## src/design/bpec_pkg.sv

```systemverilog
package bpec_pkg;

  localparam int unsigned NUM_BUTTONS = 11;

  // fixed field widths
  localparam int unsigned LEVEL_W    = 11;
  localparam int unsigned EVT_W      = 3;
  localparam int unsigned IDX_W      = 4;
  localparam int unsigned DEB_W      = 4;
  localparam int unsigned HCNT_W     = 10;
  localparam int unsigned CCNT_W     = 8;
  localparam int unsigned CFG_IDX_W  = 3;
  localparam int unsigned CFG_DATA_W = 10;

  // register reset values
  localparam logic [DEB_W-1:0]  DEB_RST   = DEB_W'(3);
  localparam logic [HCNT_W-1:0] LONG_RST  = HCNT_W'(100);
  localparam logic [HCNT_W-1:0] VLONG_RST = HCNT_W'(300);
  localparam logic [CCNT_W-1:0] DWIN_RST  = CCNT_W'(50);
  localparam logic [HCNT_W-1:0] COMBO_RST = HCNT_W'(300);

  // buttons with a combo role
  localparam int unsigned BTN_FN1   = 5;
  localparam int unsigned BTN_FN2   = 6;
  localparam int unsigned BTN_FN3   = 7;
  localparam int unsigned BTN_FN4   = 8;
  localparam int unsigned BTN_FLASH = 9;

  typedef enum logic [CFG_IDX_W-1:0] {
    CFG_DEBOUNCE,
    CFG_LONG_HOLD,
    CFG_VERY_LONG,
    CFG_DOUBLE_WIN,
    CFG_COMBO
  } cfg_idx_e;

  typedef enum logic [2:0] {
    PH_IDLE,
    PH_SHORT,
    PH_LONG,
    PH_VLONG,
    PH_COMBO
  } phase_e;

  typedef enum logic [EVT_W-1:0] {
    EV_SHORT,
    EV_DOUBLE,
    EV_LONG_HOLD,
    EV_LONG,
    EV_VLONG_HOLD,
    EV_VLONG,
    EV_COMBO
  } evt_e;

  typedef enum logic [1:0] {
    CMB_NONE,
    CMB_JOIN,
    CMB_DROP
  } combo_e;

  typedef enum logic [3:0] {
    ST_IDLE,
    ST_T_RD,
    ST_T_WR,
    ST_T_SHORT,
    ST_DEB,
    ST_D_SCAN,
    ST_C_RD,
    ST_C_WR,
    ST_B_RD,
    ST_B_WR,
    ST_DONE
  } seq_e;

  // per-button timer record
  typedef struct packed {
    phase_e              phase;
    logic [HCNT_W-1:0]   hcnt;
    logic                cpend;
    logic [CCNT_W-1:0]   ccnt;
  } rec_t;

  typedef struct packed {
    evt_e                code;
    logic [IDX_W-1:0]    btn;
    logic [IDX_W-1:0]    partner;
  } evt_t;

  typedef struct packed {
    logic push;
    logic flush;
    evt_t evt;
  } evt_req_t;

  typedef struct packed {
    logic step_ok;
    logic pend;
  } evt_sts_t;

endpackage

```

## src/design/bpec_in_if.sv

```systemverilog
interface bpec_in_if;
  import bpec_pkg::*;

  logic               valid;
  logic               ready;
  logic               action;
  logic [LEVEL_W-1:0] button_levels;

  modport source (output valid, action, button_levels, input ready);
  modport sink (input valid, action, button_levels, output ready);
endinterface

```

## src/design/bpec_out_if.sv

```systemverilog
interface bpec_out_if;
  import bpec_pkg::*;

  logic             valid;
  logic             ready;
  logic [EVT_W-1:0] event_code;
  logic [IDX_W-1:0] button_index;
  logic [IDX_W-1:0] partner_index;
  logic             last;

  modport source (output valid, event_code, button_index, partner_index, last, input ready);
  modport sink (input valid, event_code, button_index, partner_index, last, output ready);
endinterface

```

## src/design/bpec_rec_mem.sv

```systemverilog
module bpec_rec_mem #(
  parameter int unsigned Depth = bpec_pkg::NUM_BUTTONS,
  localparam int unsigned Aw = $clog2(Depth)
) (
  input  logic            clk_i,
  input  logic            rst_ni,
  input  logic [Aw-1:0]   addr_i,
  input  logic            we_i,
  input  bpec_pkg::rec_t  wdata_i,
  output bpec_pkg::rec_t  rdata_o
);
  import bpec_pkg::*;

  rec_t             mem_q [Depth];
  rec_t             rd_q;
  logic [Depth-1:0] vld_q;
  logic             rd_vld_q;

  always_ff @(posedge clk_i) begin
    if (we_i) begin
      mem_q[addr_i] <= wdata_i;
    end
    rd_q <= mem_q[addr_i];
  end

  // entries never written read as the cleared record
  always_ff @(posedge clk_i or negedge rst_ni) begin
    if (!rst_ni) begin
      vld_q    <= '0;
      rd_vld_q <= 1'b0;
    end else begin
      if (we_i) begin
        vld_q[addr_i] <= 1'b1;
      end
      rd_vld_q <= vld_q[addr_i];
    end
  end

  assign rdata_o = rd_vld_q ? rd_q : '0;

endmodule

```

## src/design/bpec_evt_out.sv

```systemverilog
module bpec_evt_out (
  input  logic                 clk_i,
  input  logic                 rst_ni,
  input  bpec_pkg::evt_req_t   req_i,
  output bpec_pkg::evt_sts_t   sts_o,
  bpec_out_if.source           out_o
);
  import bpec_pkg::*;

  evt_t pend_q;
  logic pend_vld_q;
  evt_t out_q;
  logic out_last_q;
  logic out_vld_q;
  logic out_free;
  logic load_out;

  // newest event waits in pend_q until the next one or the end of the item decides last
  assign out_free = !out_vld_q || out_o.ready;
  assign load_out = (req_i.push || req_i.flush) && pend_vld_q;

  assign sts_o.step_ok = !pend_vld_q || out_free;
  assign sts_o.pend    = pend_vld_q;

  always_ff @(posedge clk_i or negedge rst_ni) begin
    if (!rst_ni) begin
      pend_vld_q <= 1'b0;
      out_vld_q  <= 1'b0;
    end else begin
      if (req_i.push) begin
        pend_vld_q <= 1'b1;
      end else if (req_i.flush) begin
        pend_vld_q <= 1'b0;
      end
      if (load_out) begin
        out_vld_q <= 1'b1;
      end else if (out_o.ready) begin
        out_vld_q <= 1'b0;
      end
    end
  end

  always_ff @(posedge clk_i) begin
    if (req_i.push) begin
      pend_q <= req_i.evt;
    end
    if (load_out) begin
      out_q      <= pend_q;
      out_last_q <= req_i.flush;
    end
  end

  assign out_o.valid         = out_vld_q;
  assign out_o.event_code    = out_q.code;
  assign out_o.button_index  = out_q.btn;
  assign out_o.partner_index = out_q.partner;
  assign out_o.last          = out_last_q;

endmodule

```

## src/design/button_press_event_classifier_top.sv

```systemverilog
// channel   dir  fields                                            transfer
// in_i      in   action, button_levels                              valid & ready
// out_o     out  event_code, button_index, partner_index, last      valid & ready
// cfg       in   cfg_we_i, cfg_idx_i, cfg_data_i                    cfg_we_i, no wait
//
// a pin-change notice is taken in idle without leaving it; a tick walks the
// single-port timer memory with a read and a write state per button, plus one more
// state for a button giving two events; once the debounce count runs out a closing
// scan reads and writes each accepted button, after 0, 2 or 3 combo entries rewritten.
// reset clears control state and marks every timer record as cleared; no sweep needed.
// a stalled output holds the scan at its next event; in_i is ready only between items.
module button_press_event_classifier_top #(
  parameter int unsigned NumButtons = bpec_pkg::NUM_BUTTONS
) (
  input  logic                              clk_i,
  input  logic                              rst_ni,
  bpec_in_if.sink                           in_i,
  bpec_out_if.source                        out_o,
  input  logic                              cfg_we_i,
  input  logic [bpec_pkg::CFG_IDX_W-1:0]    cfg_idx_i,
  input  logic [bpec_pkg::CFG_DATA_W-1:0]   cfg_data_i
);
  import bpec_pkg::*;

  localparam int unsigned AW = $clog2(NumButtons);

  seq_e state_q, state_d;

  logic [DEB_W-1:0]  deb_ticks_q;
  logic [HCNT_W-1:0] long_q;
  logic [HCNT_W-1:0] vlong_q;
  logic [CCNT_W-1:0] dwin_q;
  logic [HCNT_W-1:0] combo_q;

  logic [NumButtons-1:0] lv_in;
  logic [NumButtons-1:0] lv_q;
  logic [NumButtons-1:0] stable_q;
  logic [NumButtons-1:0] first_q;
  logic [NumButtons-1:0] chg;
  logic [NumButtons-1:0] chg_q;
  logic [NumButtons-1:0] is_down_q;
  logic [DEB_W-1:0]      deb_q;
  logic                  track_q;
  logic [AW-1:0]         idx_q;
  logic [1:0]            cidx_q;

  logic [AW-1:0]         bidx_q;
  logic                  push_q;
  combo_e                kind_q;
  logic [AW-1:0]         partner_q;

  // memory port
  logic [AW-1:0] mem_addr;
  logic          mem_we;
  rec_t          mem_wdata;
  rec_t          mem_rd;

  evt_req_t req;
  evt_sts_t sts;

  // tick step
  rec_t             tick_rec;
  logic             hold_ev_vld;
  evt_t             hold_ev;
  logic             short_vld;
  evt_t             short_ev;
  logic             tick_pvld;
  logic [IDX_W-1:0] tick_partner;
  logic             scan_last;
  logic             scan_adv;

  // debounce step
  logic [AW-1:0]         scan_b;
  logic                  scan_push;
  logic [NumButtons-1:0] scan_nd;
  combo_e                scan_kind;
  logic [AW-1:0]         scan_partner;
  logic [AW-1:0]         combo_addr;
  rec_t                  combo_rec;
  logic                  combo_last;
  rec_t                  btn_rec;
  logic                  btn_ev_vld;
  evt_t                  btn_ev;
  logic [HCNT_W-1:0]     hbase;

  logic in_xfer;

  function automatic logic [AW-1:0] low_idx(input logic [NumButtons-1:0] m);
    logic [AW-1:0] r;
    r = '0;
    for (int i = NumButtons - 1; i >= 0; i--) begin
      if (m[i]) begin
        r = AW'(i);
      end
    end
    return r;
  endfunction

  // buttons beyond the level field read as released
  for (genvar gi = 0; gi < NumButtons; gi++) begin : g_lv
    if (gi < LEVEL_W) begin : g_pin
      assign lv_in[gi] = in_i.button_levels[gi];
    end else begin : g_pad
      assign lv_in[gi] = 1'b1;
    end
  end

  assign in_xfer = in_i.valid && in_i.ready;

  bpec_rec_mem #(
    .Depth (NumButtons)
  ) u_mem (
    .clk_i   (clk_i),
    .rst_ni  (rst_ni),
    .addr_i  (mem_addr),
    .we_i    (mem_we),
    .wdata_i (mem_wdata),
    .rdata_o (mem_rd)
  );

  bpec_evt_out u_out (
    .clk_i  (clk_i),
    .rst_ni (rst_ni),
    .req_i  (req),
    .sts_o  (sts),
    .out_o  (out_o)
  );

  // ---------------- tick step on one record ----------------
  always_comb begin
    if (is_down_q[BTN_FN1]) begin
      tick_pvld = 1'b1; tick_partner = IDX_W'(BTN_FN1);
    end else if (is_down_q[BTN_FN2]) begin
      tick_pvld = 1'b1; tick_partner = IDX_W'(BTN_FN2);
    end else if (is_down_q[BTN_FN3]) begin
      tick_pvld = 1'b1; tick_partner = IDX_W'(BTN_FN3);
    end else if (is_down_q[BTN_FN4]) begin
      tick_pvld = 1'b1; tick_partner = IDX_W'(BTN_FN4);
    end else begin
      tick_pvld = 1'b0; tick_partner = '0;
    end
  end

  always_comb begin
    tick_rec    = mem_rd;
    hold_ev_vld = 1'b0;
    hold_ev     = '0;
    short_vld   = 1'b0;
    short_ev    = '0;
    hold_ev.btn = IDX_W'(idx_q);
    short_ev.btn  = IDX_W'(idx_q);
    short_ev.code = EV_SHORT;
    if (mem_rd.hcnt != '0) begin
      tick_rec.hcnt = mem_rd.hcnt - HCNT_W'(1);
      if (mem_rd.hcnt == HCNT_W'(1)) begin
        case (mem_rd.phase)
          PH_SHORT: begin
            tick_rec.hcnt  = vlong_q;
            tick_rec.phase = PH_LONG;
            hold_ev_vld    = 1'b1;
            hold_ev.code   = EV_LONG_HOLD;
          end
          PH_LONG: begin
            tick_rec.phase = PH_VLONG;
            hold_ev_vld    = 1'b1;
            hold_ev.code   = EV_VLONG_HOLD;
          end
          PH_COMBO: begin
            tick_rec.phase  = PH_IDLE;
            hold_ev_vld     = tick_pvld;
            hold_ev.code    = EV_COMBO;
            hold_ev.partner = tick_partner;
          end
          default: ;
        endcase
      end
    end
    if (mem_rd.ccnt != '0) begin
      tick_rec.ccnt = mem_rd.ccnt - CCNT_W'(1);
      if (mem_rd.ccnt == CCNT_W'(1)) begin
        // double-click window ran out: single short press
        tick_rec.cpend = 1'b0;
        tick_rec.phase = PH_IDLE;
        short_vld      = 1'b1;
      end
    end
  end

  assign scan_last = (idx_q == AW'(NumButtons - 1));
  assign scan_adv  = sts.step_ok &&
                     ((state_q == ST_T_WR && !(hold_ev_vld && short_vld)) ||
                      state_q == ST_T_SHORT);

  // ---------------- debounce acceptance ----------------
  assign chg = (lv_q ^ stable_q) & ~(lv_q ^ first_q);

  always_comb begin
    scan_b    = low_idx(chg_q);
    scan_push = !lv_q[scan_b];
    scan_nd   = is_down_q;
    scan_nd[scan_b] = scan_push;
    if (scan_nd[BTN_FLASH] && (scan_nd[BTN_FN1] || scan_nd[BTN_FN4])) begin
      scan_kind = CMB_JOIN;
    end else if (track_q) begin
      scan_kind = CMB_DROP;
    end else begin
      scan_kind = CMB_NONE;
    end
    scan_partner = scan_nd[BTN_FN1] ? AW'(BTN_FN1) : AW'(BTN_FN4);
  end

  always_comb begin
    case (kind_q)
      CMB_JOIN: combo_addr = (cidx_q == 2'd0) ? partner_q : AW'(BTN_FLASH);
      CMB_DROP: begin
        case (cidx_q)
          2'd0:    combo_addr = AW'(BTN_FLASH);
          2'd1:    combo_addr = AW'(BTN_FN1);
          default: combo_addr = AW'(BTN_FN4);
        endcase
      end
      default: combo_addr = AW'(BTN_FLASH);
    endcase
    combo_last = (kind_q == CMB_JOIN && cidx_q == 2'd1) ||
                 (kind_q == CMB_DROP && cidx_q == 2'd2);
    combo_rec       = mem_rd;
    combo_rec.phase = PH_IDLE;
    combo_rec.hcnt  = '0;
    // flash timer doubles as the combo timer
    if (kind_q == CMB_JOIN && cidx_q == 2'd1) begin
      combo_rec.phase = PH_COMBO;
      combo_rec.hcnt  = combo_q;
    end
  end

  always_comb begin
    btn_rec    = mem_rd;
    btn_ev_vld = 1'b0;
    btn_ev     = '0;
    btn_ev.btn = IDX_W'(bidx_q);
    hbase = (kind_q == CMB_JOIN && bidx_q == AW'(BTN_FLASH)) ? mem_rd.hcnt : '0;
    btn_rec.hcnt = hbase;
    if (push_q) begin
      if (!track_q) begin
        btn_rec.phase = PH_SHORT;
        btn_rec.hcnt  = long_q;
      end
    end else begin
      btn_rec.phase = PH_IDLE;
      case (mem_rd.phase)
        PH_SHORT: begin
          if (!mem_rd.cpend) begin
            btn_rec.cpend = 1'b1;
            btn_rec.ccnt  = dwin_q;
          end else begin
            btn_rec.cpend = 1'b0;
            btn_rec.ccnt  = '0;
            btn_ev_vld    = 1'b1;
            btn_ev.code   = EV_DOUBLE;
          end
        end
        PH_LONG: begin
          btn_ev_vld  = 1'b1;
          btn_ev.code = EV_LONG;
        end
        PH_VLONG: begin
          btn_ev_vld  = 1'b1;
          btn_ev.code = EV_VLONG;
        end
        default: ;
      endcase
    end
  end

  // ---------------- sequencer ----------------
  always_comb begin
    state_d = state_q;
    unique case (state_q)
      ST_IDLE: begin
        if (in_i.valid && !in_i.action) begin
          state_d = ST_T_RD;
        end
      end
      ST_T_RD: state_d = ST_T_WR;
      ST_T_WR: begin
        if (sts.step_ok) begin
          if (hold_ev_vld && short_vld) begin
            state_d = ST_T_SHORT;
          end else if (scan_last) begin
            state_d = ST_DEB;
          end else begin
            state_d = ST_T_RD;
          end
        end
      end
      ST_T_SHORT: begin
        if (sts.step_ok) begin
          state_d = scan_last ? ST_DEB : ST_T_RD;
        end
      end
      ST_DEB: state_d = (deb_q == DEB_W'(1)) ? ST_D_SCAN : ST_DONE;
      ST_D_SCAN: begin
        if (chg_q == '0) begin
          state_d = ST_DONE;
        end else if (scan_kind == CMB_NONE) begin
          state_d = ST_B_RD;
        end else begin
          state_d = ST_C_RD;
        end
      end
      ST_C_RD: state_d = ST_C_WR;
      ST_C_WR: state_d = combo_last ? ST_B_RD : ST_C_RD;
      ST_B_RD: state_d = ST_B_WR;
      ST_B_WR: begin
        if (sts.step_ok) begin
          state_d = ST_D_SCAN;
        end
      end
      ST_DONE: begin
        if (sts.step_ok) begin
          state_d = ST_IDLE;
        end
      end
      default: state_d = ST_IDLE;
    endcase
  end

  always_comb begin
    in_i.ready = (state_q == ST_IDLE);
    mem_addr   = idx_q;
    mem_we     = 1'b0;
    mem_wdata  = tick_rec;
    req        = '0;
    unique case (state_q)
      ST_T_RD: mem_addr = idx_q;
      ST_T_WR: begin
        mem_addr  = idx_q;
        mem_we    = sts.step_ok;
        mem_wdata = tick_rec;
        req.push  = sts.step_ok && (hold_ev_vld || short_vld);
        req.evt   = hold_ev_vld ? hold_ev : short_ev;
      end
      ST_T_SHORT: begin
        req.push = sts.step_ok;
        req.evt  = short_ev;
      end
      ST_C_RD: mem_addr = combo_addr;
      ST_C_WR: begin
        mem_addr  = combo_addr;
        mem_we    = 1'b1;
        mem_wdata = combo_rec;
      end
      ST_B_RD: mem_addr = bidx_q;
      ST_B_WR: begin
        mem_addr  = bidx_q;
        mem_we    = sts.step_ok;
        mem_wdata = btn_rec;
        req.push  = sts.step_ok && btn_ev_vld;
        req.evt   = btn_ev;
      end
      ST_DONE: req.flush = sts.step_ok;
      default: ;
    endcase
  end

  always_ff @(posedge clk_i or negedge rst_ni) begin
    if (!rst_ni) begin
      state_q <= ST_IDLE;
    end else begin
      state_q <= state_d;
    end
  end

  // configuration; zero counts as one, so store the effective value
  always_ff @(posedge clk_i or negedge rst_ni) begin
    if (!rst_ni) begin
      deb_ticks_q <= DEB_RST;
      long_q      <= LONG_RST;
      vlong_q     <= VLONG_RST;
      dwin_q      <= DWIN_RST;
      combo_q     <= COMBO_RST;
    end else if (cfg_we_i) begin
      unique case (cfg_idx_i)
        CFG_DEBOUNCE: begin
          deb_ticks_q <= (cfg_data_i[DEB_W-1:0] == '0) ? DEB_W'(1) : cfg_data_i[DEB_W-1:0];
        end
        CFG_LONG_HOLD: begin
          long_q <= (cfg_data_i[HCNT_W-1:0] == '0) ? HCNT_W'(1) : cfg_data_i[HCNT_W-1:0];
        end
        CFG_VERY_LONG: begin
          vlong_q <= (cfg_data_i[HCNT_W-1:0] == '0) ? HCNT_W'(1) : cfg_data_i[HCNT_W-1:0];
        end
        CFG_DOUBLE_WIN: begin
          dwin_q <= (cfg_data_i[CCNT_W-1:0] == '0) ? CCNT_W'(1) : cfg_data_i[CCNT_W-1:0];
        end
        CFG_COMBO: begin
          combo_q <= (cfg_data_i[HCNT_W-1:0] == '0) ? HCNT_W'(1) : cfg_data_i[HCNT_W-1:0];
        end
        default: ;
      endcase
    end
  end

  always_ff @(posedge clk_i or negedge rst_ni) begin
    if (!rst_ni) begin
      stable_q  <= '1;
      first_q   <= '1;
      deb_q     <= '0;
      chg_q     <= '0;
      is_down_q <= '0;
      track_q   <= 1'b0;
      idx_q     <= '0;
      cidx_q    <= '0;
    end else begin
      if (in_xfer) begin
        if (in_i.action) begin
          first_q <= lv_in;
          deb_q   <= deb_ticks_q;
        end else begin
          idx_q <= '0;
        end
      end
      if (scan_adv) begin
        idx_q <= idx_q + AW'(1);
      end
      if (state_q == ST_DEB && deb_q != '0) begin
        deb_q <= deb_q - DEB_W'(1);
        if (deb_q == DEB_W'(1)) begin
          stable_q <= lv_q;
          chg_q    <= chg;
        end
      end
      if (state_q == ST_D_SCAN && chg_q != '0) begin
        chg_q[scan_b] <= 1'b0;
        is_down_q     <= scan_nd;
        cidx_q        <= '0;
        if (scan_kind == CMB_JOIN) begin
          track_q <= 1'b1;
        end else if (scan_kind == CMB_DROP) begin
          track_q <= 1'b0;
        end
      end
      if (state_q == ST_C_WR) begin
        cidx_q <= cidx_q + 2'd1;
      end
    end
  end

  always_ff @(posedge clk_i) begin
    if (in_xfer && !in_i.action) begin
      lv_q <= lv_in;
    end
    if (state_q == ST_D_SCAN && chg_q != '0) begin
      bidx_q    <= scan_b;
      push_q    <= scan_push;
      kind_q    <= scan_kind;
      partner_q <= scan_partner;
    end
  end

  // ---------------- checks ----------------
  a_track_needs_pair: assert property (@(posedge clk_i) disable iff (!rst_ni)
    track_q |-> is_down_q[BTN_FLASH] && (is_down_q[BTN_FN1] || is_down_q[BTN_FN4]))
    else $error("combo tracking without flash and partner held");

  a_scan_in_range: assert property (@(posedge clk_i) disable iff (!rst_ni)
    (state_q == ST_T_RD) |-> (idx_q <= AW'(NumButtons - 1)))
    else $error("timer scan index out of range");

  a_combo_entries: assert property (@(posedge clk_i) disable iff (!rst_ni)
    (state_q == ST_C_WR) |-> (mem_addr == AW'(BTN_FLASH) || mem_addr == AW'(BTN_FN1) ||
                              mem_addr == AW'(BTN_FN4)))
    else $error("combo update hit a non-combo button");

  a_flush_empties: assert property (@(posedge clk_i) disable iff (!rst_ni)
    (state_q == ST_DONE && sts.step_ok) |=> !sts.pend)
    else $error("event left pending after item end");

endmodule

```

## src/flat_wrapper.sv

```systemverilog
// flat-port wrapper written by rule: the top's interface ports become plain ports
module button_press_event_classifier_top_flat import bpec_pkg::*;
#(
  parameter int unsigned NumButtons = bpec_pkg::NUM_BUTTONS
)
  (clk_i, rst_ni, cfg_we_i, cfg_idx_i, cfg_data_i, in_i_valid, in_i_action, in_i_button_levels, in_i_ready, out_o_valid, out_o_event_code, out_o_button_index, out_o_partner_index, out_o_last, out_o_ready);
  bpec_in_if in_i_i ();
  bpec_out_if out_o_i ();
  input  logic clk_i;
  input  logic rst_ni;
  input  logic cfg_we_i;
  input  logic [bpec_pkg::CFG_IDX_W-1:0] cfg_idx_i;
  input  logic [bpec_pkg::CFG_DATA_W-1:0] cfg_data_i;
  input wire logic [$bits(in_i_i.valid)-1:0] in_i_valid;
  input wire logic [$bits(in_i_i.action)-1:0] in_i_action;
  input wire logic [$bits(in_i_i.button_levels)-1:0] in_i_button_levels;
  output wire logic [$bits(in_i_i.ready)-1:0] in_i_ready;
  output wire logic [$bits(out_o_i.valid)-1:0] out_o_valid;
  output wire logic [$bits(out_o_i.event_code)-1:0] out_o_event_code;
  output wire logic [$bits(out_o_i.button_index)-1:0] out_o_button_index;
  output wire logic [$bits(out_o_i.partner_index)-1:0] out_o_partner_index;
  output wire logic [$bits(out_o_i.last)-1:0] out_o_last;
  input wire logic [$bits(out_o_i.ready)-1:0] out_o_ready;
  assign in_i_i.valid = in_i_valid;
  assign in_i_i.action = in_i_action;
  assign in_i_i.button_levels = in_i_button_levels;
  assign in_i_ready = in_i_i.ready;
  assign out_o_valid = out_o_i.valid;
  assign out_o_event_code = out_o_i.event_code;
  assign out_o_button_index = out_o_i.button_index;
  assign out_o_partner_index = out_o_i.partner_index;
  assign out_o_last = out_o_i.last;
  assign out_o_i.ready = out_o_ready;
  button_press_event_classifier_top #(.NumButtons(NumButtons)) u_core (.clk_i(clk_i), .rst_ni(rst_ni), .in_i(in_i_i), .out_o(out_o_i), .cfg_we_i(cfg_we_i), .cfg_idx_i(cfg_idx_i), .cfg_data_i(cfg_data_i));
endmodule
```

## config.mk

```make
export PLATFORM = sky130hd
export DESIGN_NAME = button_press_event_classifier_top_flat
export DESIGN_NICKNAME = d
export VERILOG_FILES = /design/src/design/bpec_pkg.sv /design/src/design/bpec_in_if.sv /design/src/design/bpec_out_if.sv /design/src/design/bpec_rec_mem.sv /design/src/design/bpec_evt_out.sv /design/src/design/button_press_event_classifier_top.sv /design/src/flat_wrapper.sv
export SDC_FILE = /design/constraint.sdc
export NUM_CORES = 1
export LEC_CHECK = 0
export BUFFER_PORTS_ARGS = -buffer_cell sky130_fd_sc_hd__buf_2
export CAP_MARGIN = 0
export CORE_MARGIN = 1.5
export CORE_UTILIZATION = 60
export DETAILED_ROUTE_END_ITERATION = 7
export PLACE_DENSITY = 0.77
export SLEW_MARGIN = 20
export SYNTH_ARGS = -nofsm -noshare
export SYNTH_HDL_FRONTEND = slang
export SYNTH_SLANG_ARGS = --single-unit
```

## constraint.sdc

```tcl
create_clock -name clk_i -period 10.8 [get_ports clk_i]
set_input_delay 3.24 -clock clk_i [delete_from_list [all_inputs] [get_ports clk_i]]
set_output_delay 3.24 -clock clk_i [all_outputs]
set_load 0.05 [all_outputs]
```

==> impl_metrics.json <==
{
  "status": "finished clean",
  "first_pass_iters": 6,
  "slew_headroom_pct": 25.54,
  "ctsResizeCount": 0,
  "path_cells": "nor4_1, buf_2",
  "fill_cells": 2097,
  "finClkSkew_ps": 20.91,
  "syn-num-nets": 1493,
  "drtIter0Drc": 1200,
  "sequentialPowerShare_pct": 42.2,
  "finalWeightedCongestion": 0.9229,
  "drt-total-wl_um": 40930,
  "clk_path_buf_depth": 3,
  "final_area_um2": 20350,
  "yosysWarnings": 0,
  "vias": 11940,
  "yosysTopAreaCell": "edfxtp_1",
  "hold_viol_final": 0,
  "cellPowerDensity_nw_per_um2": 284.3,
  "die_x_um": 178.0,
  "gr-usage-met2_pct": 47.07,
  "ios": 44,
  "track_usage_pct": 26.40,
  "critPathKind": "reg -> out",
  "max_stage_delay_ps": 680,
  "die_h_um": 178.0,
  "synth_cell_types": 77,
  "syn_to_final_growth_pct": 10.75,
  "combPwrFrac_pct": 32.8,
  "irDropWorstVdd_v": 0.0001613,
  "worstPathRequired_ps": 7560,
  "remaining_drc_errors": 0,
  "core-area_um2": 29870,
  "syn_inst": 1447,
  "holdBufCountCts": 0,
  "syn_area_per_cell_um2": 12.70,
  "ys.flop_type": "edfxtp_1",
  "postRouteAntennaNets": 0,
  "clk_latency_ps": 530,
  "ys_seq_area_share_pct": 64.07,
  "switchingPower_mw": 2.047,
  "drv_slew": 0,
  "cts_inserted_buffers": 41,
  "grt_overflow": 0,
  "diodes": 0,
  "cts_setup_buffers": 0,
  "fin_nets": 1518,
  "grt.busiest_layer": "met2",
  "first_global_vias": 11710,
  "cts_tree": "done",
  "most-common-layout-cells": "edfxtp_1, nand2_1, nor2_1",
  "row_count": 63,
  "io_buffers": 43,
  "crit_arrival_ps": 2170,
  "die_area_um2": 31690,
  "final_common_cell": "edfxtp_1",
  "async_reset_ff_share_pct": 26.20,
  "cts_num_sinks": 416,
  "vias_per_cell": 6.302,
  "grt_pass1_wl_um": 64230,
  "fmax_ghz": 0.1847,
  "period_needed_ps": 5414,
  "initial_utilization_pct": 61.52,
  "synth_area_um2": 18380,
  "worst_pin_slew_ps": 1117,
  "end_kind": "primary output",
  "ys_ff_latch": 416,
  "yosysTopAreaCellShare_pct": 46.57,
  "intPower_mw": 3.740,
  "maxCapViolCount": 0,
  "synth_area_leaders": "edfxtp_1, dfrtp_1, dfstp_2",
  "wl_per_cell_um": 21.60,
  "p_sw_share_pct": 35.37,
  "htreeDepth": 2,
  "antenna_found_initial": 0,
  "grt_max_degree": 83,
  "post_dp_cell_area_um2": 18940,
  "drive_gt1_share_pct": 16.94,
  "grt_util_met1_pct": 33.43,
  "use_met3_pct": 3.708,
  "period_share_pct": 50.13,
  "startpoint_type": "flip-flop",
  "min_path_type": "reg -> reg",
  "clk_pin_slew_ps": 60,
  "worst_path_max_delay_cell": "nor4_1",
  "finalSetupViolations": 0,
  "p_leak_nw": 7.494,
  "hpwl_um": 27290,
  "synth_edf_count": 285,
  "setup_tns_ps": 0,
  "rsz0062_at_grt": "no",
  "clockRootBuffer": "clkbuf_16",
  "critPathMaxFanout": 18,
  "clock_power_share_pct": 24.9
}
==> metrics by stage <==
stage | hold slack, ps | instances | worst slack, ps | total power [mW] | util, %
3_5_place_dp | 405.4 | 1819 | 5002 | 4.348 | 63.40
5_1_grt | 426.9 | 1895 | 5261 | 6.064 | 68.13
2_1_floorplan | 400.3 | 1447 | 5230 | 3.732 | -
3_3_place_gp | 408.3 | 1819 | 5083 | 4.285 | 63.35
6_report | 420.9 | 1895 | 5386 | 5.787 | 68.13
4_1_cts | 419.9 | 1895 | 5394 | 5.796 | 68.00
==> kinds of logic after synthesis <==
logic type               share of synthesized area (%)
XOR/XNOR                                       0.09533
flip-flops                                       64.07
AND/OR/NAND/NOR                                  11.21
AO/OA/AOI/OAI                                    13.49
buffers and inverters                            2.655
multiplexers                                     7.394
adder cells (fa/ha/maj)                          1.089
==> area by class of cell <==
cell class	instances	area, µm²	share of cell area (%)
Clock inverter	13	182.7	0.8975
Clock buffer	63	1191	5.852
Sequential cell	416	11770	57.85
Tap cell	390	488.0	2.397
Inverter	37	138.9	0.6824
Multi-Input combinational cell	916	6233	30.63
Timing Repair Buffer	60	345.3	1.697
==> registers in the layout (all words and copies together) (netlist names), 3 cells and up <==
register / flops
u_core.idx_q: 4
u_core.long_q: 10
u_core.stable_q: 11
u_core.is_down_q: 5
u_core.lv_q: 11
u_core.u_out.out_o.button_index: 4
u_core.state_q: 4
u_core.deb_ticks_q: 4
u_core.bidx_q: 4
u_core.u_out.out_o.partner_index: 4
u_core.u_out.pend_q: 11
u_core.vlong_q: 10
u_core.dwin_q: 8
u_core.u_mem.vld_q: 11
u_core.u_mem.rd_q: 22
u_core.first_q: 11
u_core.chg_q: 11
u_core.u_out.out_o.event_code: 3
u_core.deb_q: 4
u_core.combo_q: 10
u_core.u_mem.mem_q: 242
==> synth_stat cells, drive strengths merged, types with 6 or more instances <==
| library cell | number |
|---|---|
| edfxtp | 285 |
| nor2 | 112 |
| nand2 | 108 |
| a211oi | 99 |
| mux2i | 75 |
| dfrtp | 71 |
| a21oi | 64 |
| nor2b | 58 |
| clkbuf | 53 |
| o21ai | 53 |
| mux2 | 52 |
| dfstp | 38 |
| inv | 36 |
| buf | 25 |
| nand3 | 25 |
| nor3 | 25 |
| a211o | 23 |
| dfxtp | 22 |
| ha | 16 |
| or2 | 16 |
| a22oi | 14 |
| a31oi | 10 |
| o221ai | 10 |
| nand2b | 9 |
| nand4 | 9 |
| nor4 | 9 |
| and2 | 8 |
| o31ai | 8 |
| a221o | 7 |
| a221oi | 7 |
| and3 | 7 |
| o211ai | 7 |
| or3 | 7 |
| a21boi | 6 |
| or4 | 6 |
==> power by group through the flow <==
stage	clock, mW	combinational (mW)	sequential [mW]
CTS	1.46	1.90	2.44
detailed placement	0	1.88	2.47
floorplan	0	1.31	2.42
global route	1.52	2.07	2.47
global placement	0	1.83	2.46
finish	1.44	1.90	2.44
==> per-layer routing <==
metal | part of all wire, % | vias to the layer above
met4 | 2.5 | 0
met5 | 0 | -
met2 | 52 | 379
li1 | - | 5543
met1 | 40 | 5943
met3 | 4.9 | 77
==> path summary, 6_finish.rpt <==
kind,cells past startpoint,slack (ps),endpoint,from
setup / recovery,2,5390,in_i_ready,u_core.state_q[1]
setup reg to reg,9,5800,u_core.u_mem.rd_q[1],u_core.state_q[3]
min in group asynchronous,1,2700,u_core.combo_q[6],rst_ni
max in group asynchronous,2,6760,u_core.u_mem.vld_q[2],rst_ni
hold / removal,0,420,u_core.u_out.out_o.partner_index[2],u_core.u_out.pend_q[2]
hold reg to reg,0,420,u_core.u_out.out_o.partner_index[2],u_core.u_out.pend_q[2]
==> worst max-delay path: cells and delay by family (launching register included) <==
family / cells / cell delay [ps]
AND/OR/NAND/NOR: 1 / 680
flip-flops: 1 / 580
buffers and inverters: 1 / 380
No activity file was read; power rests on OpenSTA's default activity.
